--- config.mk ---
export PLATFORM = sky130hd
export DESIGN_NAME = falt_regs
export DESIGN_NICKNAME = d
export VERILOG_FILES = /design/src/design/failed_attempt_lockout_table_top_defines.svh /design/src/design/falt_pkg.sv /design/src/design/falt_regs.sv
export SDC_FILE = /design/constraint.sdc
export NUM_CORES = 1
export LEC_CHECK = 0
export BUFFER_PORTS_ARGS = -buffer_cell sky130_fd_sc_hd__buf_2
export CELL_PAD_IN_SITES_DETAIL_PLACEMENT = 1
export CELL_PAD_IN_SITES_GLOBAL_PLACEMENT = 2
export CORE_MARGIN = 1
export CORE_UTILIZATION = 28
export CTS_CLUSTER_SIZE = 28
export DETAILED_ROUTE_END_ITERATION = 10
export PLACE_DENSITY = 0.94
export SLEW_MARGIN = 10
export SYNTH_ARGS = -nofsm -noshare
export SYNTH_HDL_FRONTEND = slang
export SYNTH_SLANG_ARGS = --single-unit
--- constraint.sdc ---
create_clock -name clk -period 2.5 [get_ports clk]
set_clock_uncertainty 0.2 [all_clocks]
set_input_delay 0 -clock clk [delete_from_list [all_inputs] [get_ports clk]]
set_output_delay 0 -clock clk [all_outputs]
set_load 0.02 [all_outputs]
--- src/design/failed_attempt_lockout_table_top_defines.svh ---
// ----------------------------------------------------------------------------
// Lockout table assertion macros
// Shared concurrent assertion forms, clocked on clk and disabled in reset.
// ----------------------------------------------------------------------------
`ifndef FAILED_ATTEMPT_LOCKOUT_TABLE_TOP_DEFINES_SVH
`define FAILED_ATTEMPT_LOCKOUT_TABLE_TOP_DEFINES_SVH

// Property holds at every sampled edge.
`define FALT_ASSERT_ALWAYS(label, expr, msg) \
	label: assert property (@(posedge clk) disable iff (!arst_n) (expr)) \
		else $error(msg);

// Consequent holds in the same cycle as the antecedent.
`define FALT_ASSERT_SAME(label, ante, cons, msg) \
	label: assert property (@(posedge clk) disable iff (!arst_n) (ante) |-> (cons)) \
		else $error(msg);

// Consequent holds in the cycle after the antecedent.
`define FALT_ASSERT_NEXT(label, ante, cons, msg) \
	label: assert property (@(posedge clk) disable iff (!arst_n) (ante) |=> (cons)) \
		else $error(msg);

`endif

--- src/design/falt_pkg.sv ---
// ----------------------------------------------------------------------------
// Lockout table package
// Types, register map, opcodes and sizing shared by the lockout table blocks.
// ----------------------------------------------------------------------------
package falt_pkg;

	localparam int ENTRIES = 16;
	localparam int SLOT_W  = (ENTRIES > 1) ? $clog2(ENTRIES) : 1;
	localparam int ADDR_W  = 4;

	localparam logic [1:0] OP_CHECK   = 2'd0;
	localparam logic [1:0] OP_FAIL    = 2'd1;
	localparam logic [1:0] OP_SUCCESS = 2'd2;
	localparam logic [1:0] OP_RSVD    = 2'd3;

	localparam logic [1:0] REG_WINDOW = 2'd0;
	localparam logic [1:0] REG_MAXATT = 2'd1;
	localparam logic [1:0] REG_BLOCK  = 2'd2;

	localparam logic [15:0] WINDOW_RST = 16'd300;
	localparam logic [7:0]  MAXATT_RST = 8'd5;
	localparam logic [15:0] BLOCK_RST  = 16'd300;

	typedef struct packed {
		logic [1:0]  opcode;
		logic [63:0] address_key;
		logic        address_absent;
		logic [31:0] now_seconds;
	} in_t;

	typedef struct packed {
		logic        allowed;
		logic [15:0] seconds_left;
		logic [7:0]  attempt_count;
		logic        now_blocked;
		logic        fresh_entry;
		logic [3:0]  entry_slot;
	} out_t;

	typedef struct packed {
		logic [15:0] window_secs;
		logic [7:0]  max_attempts;
		logic [15:0] block_secs;
	} cfg_t;

	// Record that walks the cell chain during a lookup
	typedef struct packed {
		logic              hit;
		logic [SLOT_W-1:0] slot;
		logic [SLOT_W-1:0] oldest;
		logic [31:0]       oldest_start;
		logic [7:0]        att;
		logic [31:0]       start;
		logic [31:0]       bend;
	} scan_t;

	// Entry write broadcast to all cells
	typedef struct packed {
		logic              en;
		logic [SLOT_W-1:0] slot;
		logic [63:0]       key;
		logic [7:0]        att;
		logic [31:0]       start;
		logic [31:0]       bend;
	} wr_t;

	typedef enum logic [3:0] {
		ST_IDLE   = 4'b0001,
		ST_SCAN   = 4'b0010,
		ST_EVAL   = 4'b0100,
		ST_FINISH = 4'b1000
	} state_t;

endpackage

--- src/design/falt_regs.sv ---
// ----------------------------------------------------------------------------
// Lockout table registers
// APB register file for window length, attempt limit and block length.
// ----------------------------------------------------------------------------
module falt_regs (
	input  logic                       clk,
	input  logic                       arst_n,
	input  logic                       psel,
	input  logic                       penable,
	input  logic                       pwrite,
	input  logic [falt_pkg::ADDR_W-1:0] paddr,
	input  logic [31:0]                pwdata,
	output logic [31:0]                prdata,
	output logic                       pready,
	output falt_pkg::cfg_t             cfg
);
	import falt_pkg::*;

	cfg_t       cfg_q;
	logic [1:0] reg_idx;
	logic       wr_en;

	assign reg_idx = paddr[3:2];
	assign wr_en   = psel && penable && pwrite;
	assign pready  = 1'b1;

	always_ff @(posedge clk or negedge arst_n) begin
		if (!arst_n) begin
			cfg_q.window_secs  <= WINDOW_RST;
			cfg_q.max_attempts <= MAXATT_RST;
			cfg_q.block_secs   <= BLOCK_RST;
		end else if (wr_en) begin
			unique case (reg_idx)
				REG_WINDOW: cfg_q.window_secs  <= pwdata[15:0];
				REG_MAXATT: cfg_q.max_attempts <= pwdata[7:0];
				REG_BLOCK:  cfg_q.block_secs   <= pwdata[15:0];
				default: ;
			endcase
		end
	end

	always_comb begin
		unique case (reg_idx)
			REG_WINDOW: prdata = {16'd0, cfg_q.window_secs};
			REG_MAXATT: prdata = {24'd0, cfg_q.max_attempts};
			REG_BLOCK:  prdata = {16'd0, cfg_q.block_secs};
			default:    prdata = '0;
		endcase
	end

	assign cfg = cfg_q;

endmodule

==> results.toml <==
[placed_design]
port_buffers = 78
globalplace.congestion = 0.700
dp_hpwl_um = 3480

[power]
power.leakage_nw = 1.36
p_per_area_nw_per_um2 = 807
max-vdd-ir-drop_uv = 303
power_mw = 2.17

[grt]
grt_pass1_vias = 1577
grt-ovfl-total = 0
grt_pass1_wl_um = 8210
grtUsageTotal_pct = 14.5
grt_max_degree = 41
antenna_found_initial = 0

[layout]
drive_gt1_share_pct = 57.4
largest_reg_flops = 40
fillerInstances = 780
final_nets = 289
diodes = 0
syn_to_final_growth_pct = 34.0

[cts]
cts.sinks = 40
cts_buffer_depth = 2
post-cts-setup-buffer-count = 0
cts-root-buf = "clkbuf_8"
cts_max_level = 2
clk_pin_slew_ns = 0.08
cts_tree = "built"
hold_buffers = 17
clkLatencyLatePin_ns = 0.29
ctsResizeCount = 0
numCtsBuffers = 5

[critical_path]
r2r_start = "cfg[1]"
cp-end-kind = "output port"
start_kind = "flop"
crit_path_cell_trace = "mux2i_1 -> o21ai_0 -> buf_2"
max_stage_delay_ns = 0.54
critPathMaxFanout = 3
r2r_slack_ns = 1.51
regToRegEndpoint = "cfg[1]"
crit_family = "flip-flops"
worst-path-buf-inv = 1
crit_required_ns = 2.30
cpMaxStageDelayCell = "dfstp_2"
r2r.worst_path.cells = 1
critPathKind = "flop to output port"
crit_arrival_ns = 1.24

[timing]
period_needed_ns = 1.44
max_freq_mhz = 694
holdWs_ns = 0.0417
finalCritPeriodShare_pct = 57.7
tns_ns = 0
slew_headroom_pct = 40.9
hold_violations = 0
rsz0062_at_grt = "false"
report.final.slew_viol_count = 0
worstMarginPinSlew_ns = 0.887
setup_viol = 0

[run_status]
status = "complete, no violations"

[logic_synthesis]
ys_warn_count = 0
synth.most_common_cell = "mux2_2"
synth_area_per_cell_um2 = 13.2
yosysTopAreaCellShare_pct = 37.3
synth.distinct_cells = 19
syn-cell-area_um2 = 2010
yosysTopAreaCell = "dfrtp_1"
ys_top_cells_by_area = "dfrtp_1, mux2_2, dfstp_2, mux2i_1, buf_4"
synth_common_cells = "mux2_2, dfrtp_1, buf_4, mux2i_1, dfstp_2"
ys_async_sr_fraction_pct = 100
ys_ff_latch = 40
syn_inst = 152
synth_edf_count = 0
synthFlopType = "dfrtp_1"
synth-seq-area-share_pct = 50.4

[drt]
avgViaCountPerCell = 4.30
first_pass_iters = 4
routed_wl_um = 5080
wl_per_cell_um = 14.7
dr.first_iter.drc_count = 10
drc_errors = 0
num_vias = 1485
antenna_left = 0

[floorplan]
start_util_pct = 29.3
rows = 30
die_w_um = 86.7
die_y_um = 86.7
die-area_um2 = 7520
ios = 114
coreArea_um2 = 6870

[worst_hold_path]
worstHoldStart = "penable"
holdPathStages = 4
min_path_type = "primary input to flop"
whs_endpoint = "cfg[28]"

[job]
maxCapViolations = 0
==> cell type report <==
| type | instances | area [um2] | share of cell area (%) |
|---|---|---|---|
| well taps | 96 | 120 | 4.46 |
| multi-input cells | 102 | 865 | 32.1 |
| clock inverters | 2 | 10.0 | 0.372 |
| flip-flops and latches | 40 | 1010 | 37.6 |
| clock buffers | 6 | 82.6 | 3.07 |
| repair buffers | 99 | 603 | 22.4 |
==> cells by family (layout without fill, tap and decap cells) <==
logic type,count (synthesis),count (layout),share of synthesized area [%]
AO/OA/AOI/OAI,8,8,1.99
buffers and inverters,25,107,9.40
flip-flops,40,40,50.4
multiplexers,56,56,31.9
other,2,17,0.374
AND/OR/NAND/NOR,21,21,5.97
==> worst max path at each step <==
stage | from | to | cells after the start
2_1_floorplan | cfg[16] | prdata[0] | 2
3_3_place_gp | paddr[3] | cfg[12] | 4
3_5_place_dp | paddr[3] | cfg[11] | 4
4_1_cts | paddr[3] | prdata[2] | 6
5_1_grt | paddr[3] | prdata[2] | 6
6_report | cfg[16] | prdata[0] | 3
==> metrics by stage <==
step | setup slack (ns) | instance area (um2) | instances | utilization, %
floorplan | 1.15 | 2070 | 167 | -
global placement | 0.712 | 2430 | 320 | 35.4
detailed placement | 0.704 | 2430 | 320 | 35.4
CTS | 0.985 | 2690 | 345 | 39.2
global route | 0.891 | 2690 | 345 | 39.2
finish | 1.06 | 2690 | 345 | 39.2
==> power by group <==
| part | switching, mW | leakage [nW] | internal (mW) |
|---|---|---|---|
| clock | 0.222 | 0.0510 | 0.220 |
| sequential | 0.114 | 0.473 | 0.826 |
| combinational | 0.460 | 0.838 | 0.331 |
==> layer usage <==
metal / track usage [%] / vias to the layer above / wire length (um) / share of wire (%)
met3: 4.38 / 6 / 315 / 6.2
met5: 0 / - / 0 / 0
li1: - / 684 / - / -
met1: 17.3 / 733 / 2140 / 42
met2: 26.0 / 62 / 2590 / 51
met4: 2.73 / 0 / 39 / 0.77
==> cell usage in the layout (no fill, tap or decap), types with 2 or more instances in the layout <==
master         netlist  layout
buf_4               19       3
nand2_1              8       8
clkbuf_8             0       6
dfstp_2             10      10
mux2_4               8       8
o21ai_0              8       8
mux2_2              32      32
dfrtp_1             30      30
nor2_1               8       8
buf_2                1      78
dlygate4sd3_1        0      17
mux2i_1             16      16
conb_1               2      17
clkinv_2             0       2
(Power assumes the default switching activity.)
