===== config.mk =====
export PLATFORM = sky130hd
export DESIGN_NAME = falt_cell
export DESIGN_NICKNAME = d
export VERILOG_FILES = /design/src/design/failed_attempt_lockout_table_top_defines.svh /design/src/design/falt_pkg.sv /design/src/design/falt_cell.sv
export SDC_FILE = /design/constraint.sdc
export NUM_CORES = 1
export LEC_CHECK = 0
export BUFFER_PORTS_ARGS = -buffer_cell sky130_fd_sc_hd__buf_4
export CORE_MARGIN = 5
export CORE_UTILIZATION = 25
export DETAILED_ROUTE_END_ITERATION = 10
export GPL_TIMING_DRIVEN = 0
export HOLD_SLACK_MARGIN = 0.12
export PLACE_DENSITY = 0.49
export SKIP_CTS_REPAIR_TIMING = 1
export SYNTH_ARGS = -nofsm -noshare
export SYNTH_HDL_FRONTEND = slang
export SYNTH_SLANG_ARGS = --single-unit

===== constraint.sdc =====
create_clock -name clk -period 2.96 [get_ports clk]
set_input_delay 0.444 -clock clk [delete_from_list [all_inputs] [get_ports clk]]
set_output_delay 0.444 -clock clk [all_outputs]
set_load 0.01 [all_outputs]

===== src/design/failed_attempt_lockout_table_top_defines.svh =====
// ----------------------------------------------------------------------------
// Lockout table assertion macros
// Shared concurrent assertion forms, clocked on clk and disabled in reset.
// ----------------------------------------------------------------------------
`ifndef FAILED_ATTEMPT_LOCKOUT_TABLE_TOP_DEFINES_SVH
`define FAILED_ATTEMPT_LOCKOUT_TABLE_TOP_DEFINES_SVH

// Property holds at every sampled edge.
`define FALT_ASSERT_ALWAYS(label, expr, msg) \
	label: assert property (@(posedge clk) disable iff (!arst_n) (expr)) \
		else $error(msg);

// Consequent holds in the same cycle as the antecedent.
`define FALT_ASSERT_SAME(label, ante, cons, msg) \
	label: assert property (@(posedge clk) disable iff (!arst_n) (ante) |-> (cons)) \
		else $error(msg);

// Consequent holds in the cycle after the antecedent.
`define FALT_ASSERT_NEXT(label, ante, cons, msg) \
	label: assert property (@(posedge clk) disable iff (!arst_n) (ante) |=> (cons)) \
		else $error(msg);

`endif


===== src/design/falt_pkg.sv =====
// ----------------------------------------------------------------------------
// Lockout table package
// Types, register map, opcodes and sizing shared by the lockout table blocks.
// ----------------------------------------------------------------------------
package falt_pkg;

	localparam int ENTRIES = 16;
	localparam int SLOT_W  = (ENTRIES > 1) ? $clog2(ENTRIES) : 1;
	localparam int ADDR_W  = 4;

	localparam logic [1:0] OP_CHECK   = 2'd0;
	localparam logic [1:0] OP_FAIL    = 2'd1;
	localparam logic [1:0] OP_SUCCESS = 2'd2;
	localparam logic [1:0] OP_RSVD    = 2'd3;

	localparam logic [1:0] REG_WINDOW = 2'd0;
	localparam logic [1:0] REG_MAXATT = 2'd1;
	localparam logic [1:0] REG_BLOCK  = 2'd2;

	localparam logic [15:0] WINDOW_RST = 16'd300;
	localparam logic [7:0]  MAXATT_RST = 8'd5;
	localparam logic [15:0] BLOCK_RST  = 16'd300;

	typedef struct packed {
		logic [1:0]  opcode;
		logic [63:0] address_key;
		logic        address_absent;
		logic [31:0] now_seconds;
	} in_t;

	typedef struct packed {
		logic        allowed;
		logic [15:0] seconds_left;
		logic [7:0]  attempt_count;
		logic        now_blocked;
		logic        fresh_entry;
		logic [3:0]  entry_slot;
	} out_t;

	typedef struct packed {
		logic [15:0] window_secs;
		logic [7:0]  max_attempts;
		logic [15:0] block_secs;
	} cfg_t;

	// Record that walks the cell chain during a lookup
	typedef struct packed {
		logic              hit;
		logic [SLOT_W-1:0] slot;
		logic [SLOT_W-1:0] oldest;
		logic [31:0]       oldest_start;
		logic [7:0]        att;
		logic [31:0]       start;
		logic [31:0]       bend;
	} scan_t;

	// Entry write broadcast to all cells
	typedef struct packed {
		logic              en;
		logic [SLOT_W-1:0] slot;
		logic [63:0]       key;
		logic [7:0]        att;
		logic [31:0]       start;
		logic [31:0]       bend;
	} wr_t;

	typedef enum logic [3:0] {
		ST_IDLE   = 4'b0001,
		ST_SCAN   = 4'b0010,
		ST_EVAL   = 4'b0100,
		ST_FINISH = 4'b1000
	} state_t;

endpackage


===== src/design/falt_cell.sv =====
// ----------------------------------------------------------------------------
// Lockout table cell
// Holds one table entry and advances the lookup record by one position.
// ----------------------------------------------------------------------------
module falt_cell (
	input  logic                       clk,
	input  logic                       arst_n,
	input  logic [falt_pkg::SLOT_W-1:0] idx,
	input  logic                       head,
	input  logic [63:0]                key,
	input  logic                       rec_in_valid,
	input  falt_pkg::scan_t            rec_in,
	output logic                       rec_out_valid,
	output falt_pkg::scan_t            rec_out,
	input  falt_pkg::wr_t              wr
);
	import falt_pkg::*;

	logic        valid_q;
	logic [63:0] key_q;
	logic [7:0]  att_q;
	logic [31:0] start_q;
	logic [31:0] bend_q;
	logic        rec_v_q;
	scan_t       rec_q;
	scan_t       rec_nxt;

	always_comb begin
		rec_nxt = rec_in;
		priority if (!rec_in.hit && valid_q && (key_q == key)) begin
			rec_nxt.hit   = 1'b1;
			rec_nxt.slot  = idx;
			rec_nxt.att   = att_q;
			rec_nxt.start = start_q;
			rec_nxt.bend  = bend_q;
		end else if (!rec_in.hit && (head || (start_q < rec_in.oldest_start))) begin
			// strict compare keeps the lowest index on a tie
			rec_nxt.oldest       = idx;
			rec_nxt.oldest_start = start_q;
		end
	end

	always_ff @(posedge clk or negedge arst_n) begin
		if (!arst_n) begin
			valid_q <= 1'b0;
			key_q   <= '0;
			att_q   <= '0;
			start_q <= '0;
			bend_q  <= '0;
		end else if (wr.en && (wr.slot == idx)) begin
			valid_q <= 1'b1;
			key_q   <= wr.key;
			att_q   <= wr.att;
			start_q <= wr.start;
			bend_q  <= wr.bend;
		end
	end

	always_ff @(posedge clk or negedge arst_n) begin
		if (!arst_n) begin
			rec_v_q <= 1'b0;
		end else begin
			rec_v_q <= rec_in_valid;
		end
	end

	always_ff @(posedge clk) begin
		if (rec_in_valid) begin
			rec_q <= rec_nxt;
		end
	end

	assign rec_out_valid = rec_v_q;
	assign rec_out       = rec_q;

endmodule


==> metrics <==
status complete, no violations; sequential-to-total area share from yosys stat 59.5%; clock power share 31.9%; final setup fails 0; initial antenna violation count 3; met1 wire length roughly 16 mm; FFs w/ async S/R, synth between 50 and 60%; Post-synth top cells 218 x mux2_2, 138 x dfrtp_1, 113 x edfxtp_1; Iter 0 DRT Violations 302; Post-Syn Area ~12000 um^2; largest net degree at the start of global routing 75; FF/Latch Area approximately 6800 um^2; WL met2 19.1 mm; Hold WC Path Type input port to flop; Max IR drop VDD 0.444 mV; count of unique library cells instantiated by Yosys 36; area of the multi-input gates 4370 um^2; clk sinks between 200 and 300; clock skew about 9.9 ps; Die X 224 um; Max-slew headroom between 30% and 40%; Synth top area share 30.0%; Syn Nets 1100; filler instances 4394; Gate power share 23.1%; worst skew pair latency 560 ps; core area 45500 um^2; Final Instance Count excl. Fillers 1984; CTS tree done; gpl congestion slightly below 0.8; Mapped Cells 743; Final #Nets between 1500 and 2000; Sw Pwr 2.96 mW; Vias approximately 8400; Mapped Avg Cell Area between 15 and 20 um^2; utilization after layout ~40%; startpoint types flop; Post-synth EDFFs 113; post-route ant nets 0; Max stage delay on crit path 420 ps; DRC violations left 0; H-tree Lvls 1; IO Pins 440; period utilisation layout 97.9%; Critical Path AT 3200 ps; Bufs and invs on worst path 4; total wire length slightly below 40 mm; Final Hold Vio Count 0; Port Buffers approximately 440; crit path max-delay cell type dfrtp_1; MaxCap Viol Count 0; dpl hpwl a little under 30 mm; Sw Ratio 26.6%; row count 78; Max Buffers Root-to-Sink 3; dominant cells by area after synthesis dfrtp_1 30%, edfxtp_1 30%, mux2_2 21%; fin crit period a little under 3000 ps; share of power burned in registers between 40% and 50%; top sig layer met5; DIE HEIGHT between 200 and 250 um; #FFs+latches synth 251; initial core utilization 25.3%; DR vias/cell between 4 and 5; delay-heaviest family, CP compound AO/OA/AOI/OAI gates; area delta synth->final 57.0%; Remaining Overflow, GRT 0; die area 50400 um^2; Fmax roughly 350 MHz; CP Class flop to flop; Pins Over Slew Limit 0; Pre-Repair DR Iteration Count 4; CTS root buf clkbuf_16; first-pass GRT wire length ~55 mm; most numerous cell in the Yosys netlist mux2_2; crit end category flop; gr usage total 14.4%; Critical Path, Cell by Cell xor2_1 -> a221o_1 -> a2111oi_2 -> nand4_1 -> nor4_4 -> buf_12 -> buf_4 -> a2111oi_4 -> buf_6 -> buf_8 -> mux2_4; Yosys Warn Count 0; Worst Tran Pin Value between 1000 and 1500 ps; Leak 8.11 nW; Int Pwr 8.19 mW; # placed instances 1784; CTS clk-pin slew, worst paths around 60 ps; pwr/cell area between 600 and 700 nW/um^2; cell taking the most area after synthesis dfrtp_1; Critical Path RT 3260 ps; TritonCTS Buffers 30; crit path max fanout 10; met3 wire length ~3.4 mm; Synth Flop Type dfrtp_1; wire length per cell between 15 and 20 um; ratio of cells with drive above 1 in the final layout a little over half; vias in the first global route 8468
power by group through the flow:
stage	clock, mW	combinational (mW)	sequential [mW]
final	3.56	2.58	5.01
after global routing	3.85	2.84	5.11
after CTS	3.70	2.44	5.01
after detailed placement	0	2.43	5.08
after global placement	0	2.38	5.06
after floorplan	0	1.38	4.98
kinds of logic (layout without fill, tap and decap cells):
group,after synthesis,after routing,synth area share (%)
mux,248,248,25.3
flops,251,251,59.5
xor+xnor,53,53,4.04
other cells,0,1,0
fa+ha+maj,31,31,3.37
compound gates,44,44,2.78
buf+inv,73,713,2.75
simple gates,43,43,2.27
state kept, by name, indices dropped and copies added (netlist names):
signal / flops
rec_out_valid: 1
rec_out: 113
start_q: 32
bend_q: 32
att_q: 8
valid_q: 1
key_q: 64
cell usage in the layout (no fill, tap or decap), types with 8 or more instances in the layout:
| master | instances |
|---|---|
| mux2_4 | 30 |
| clkbuf_1 | 24 |
| dfrtp_1 | 138 |
| nor4_1 | 8 |
| xor2_1 | 35 |
| edfxtp_1 | 113 |
| a21oi_1 | 12 |
| ha_1 | 30 |
| clkbuf_16 | 31 |
| mux2_2 | 218 |
| inv_1 | 47 |
| nand4_1 | 14 |
| buf_4 | 442 |
| dlygate4sd3_1 | 137 |
| xnor2_1 | 18 |
final cells by class:
| class | instances | area share [%] |
|---|---|---|
| Buffer | 26 | 0.942 |
| Timing Repair Buffer | 585 | 26.6 |
| Clock buffer | 44 | 4.79 |
| Clock inverter | 11 | 0.416 |
| Inverter | 47 | 0.977 |
| Tap cell | 600 | 4.16 |
| Multi-Input combinational cell | 419 | 24.2 |
| Sequential cell | 251 | 37.9 |
| Antenna cell | 1 | 0.0139 |
final timing paths:
kind / slack [ps] / cells past startpoint / to / from
max: 60 / 11 / rec_out[87] / key_q[63]
min: 180 / 2 / rec_out[68] / rec_in[68]
max reg2reg: 60 / 11 / rec_out[87] / key_q[63]
min reg2reg: 460 / 1 / valid_q / valid_q
max in group asynchronous: 1700 / 3 / start_q[29] / arst_n
min in group asynchronous: 440 / 2 / key_q[18] / arst_n
routing by layer:
layer | vias to the layer above | global-route usage (%)
met1 | 4026 | 17.1
met4 | 2 | 2.46
li1 | 3964 | -
met3 | 37 | 6.12
met2 | 334 | 24.7
met5 | - | 0.0949
metrics by stage:
| step | setup WS [ps] | power (mW) | hold slack [ps] | TNS (ps) | cell area [um^2] |
|---|---|---|---|---|---|
| 6_report | 62.8 | 11.2 | 180 | 0 | 18100 |
| 5_1_grt | -29.6 | 11.8 | 141 | -481 | 18100 |
| 4_1_cts | -769 | 11.2 | -165 | -65210 | 16600 |
| 3_5_place_dp | -938 | 7.51 | 449 | -89350 | 15600 |
| 3_3_place_gp | -918 | 7.44 | 442 | -83380 | 15500 |
| 2_1_floorplan | 110 | 6.35 | 148 | 0 | 11500 |
(Power assumes the default switching activity.)
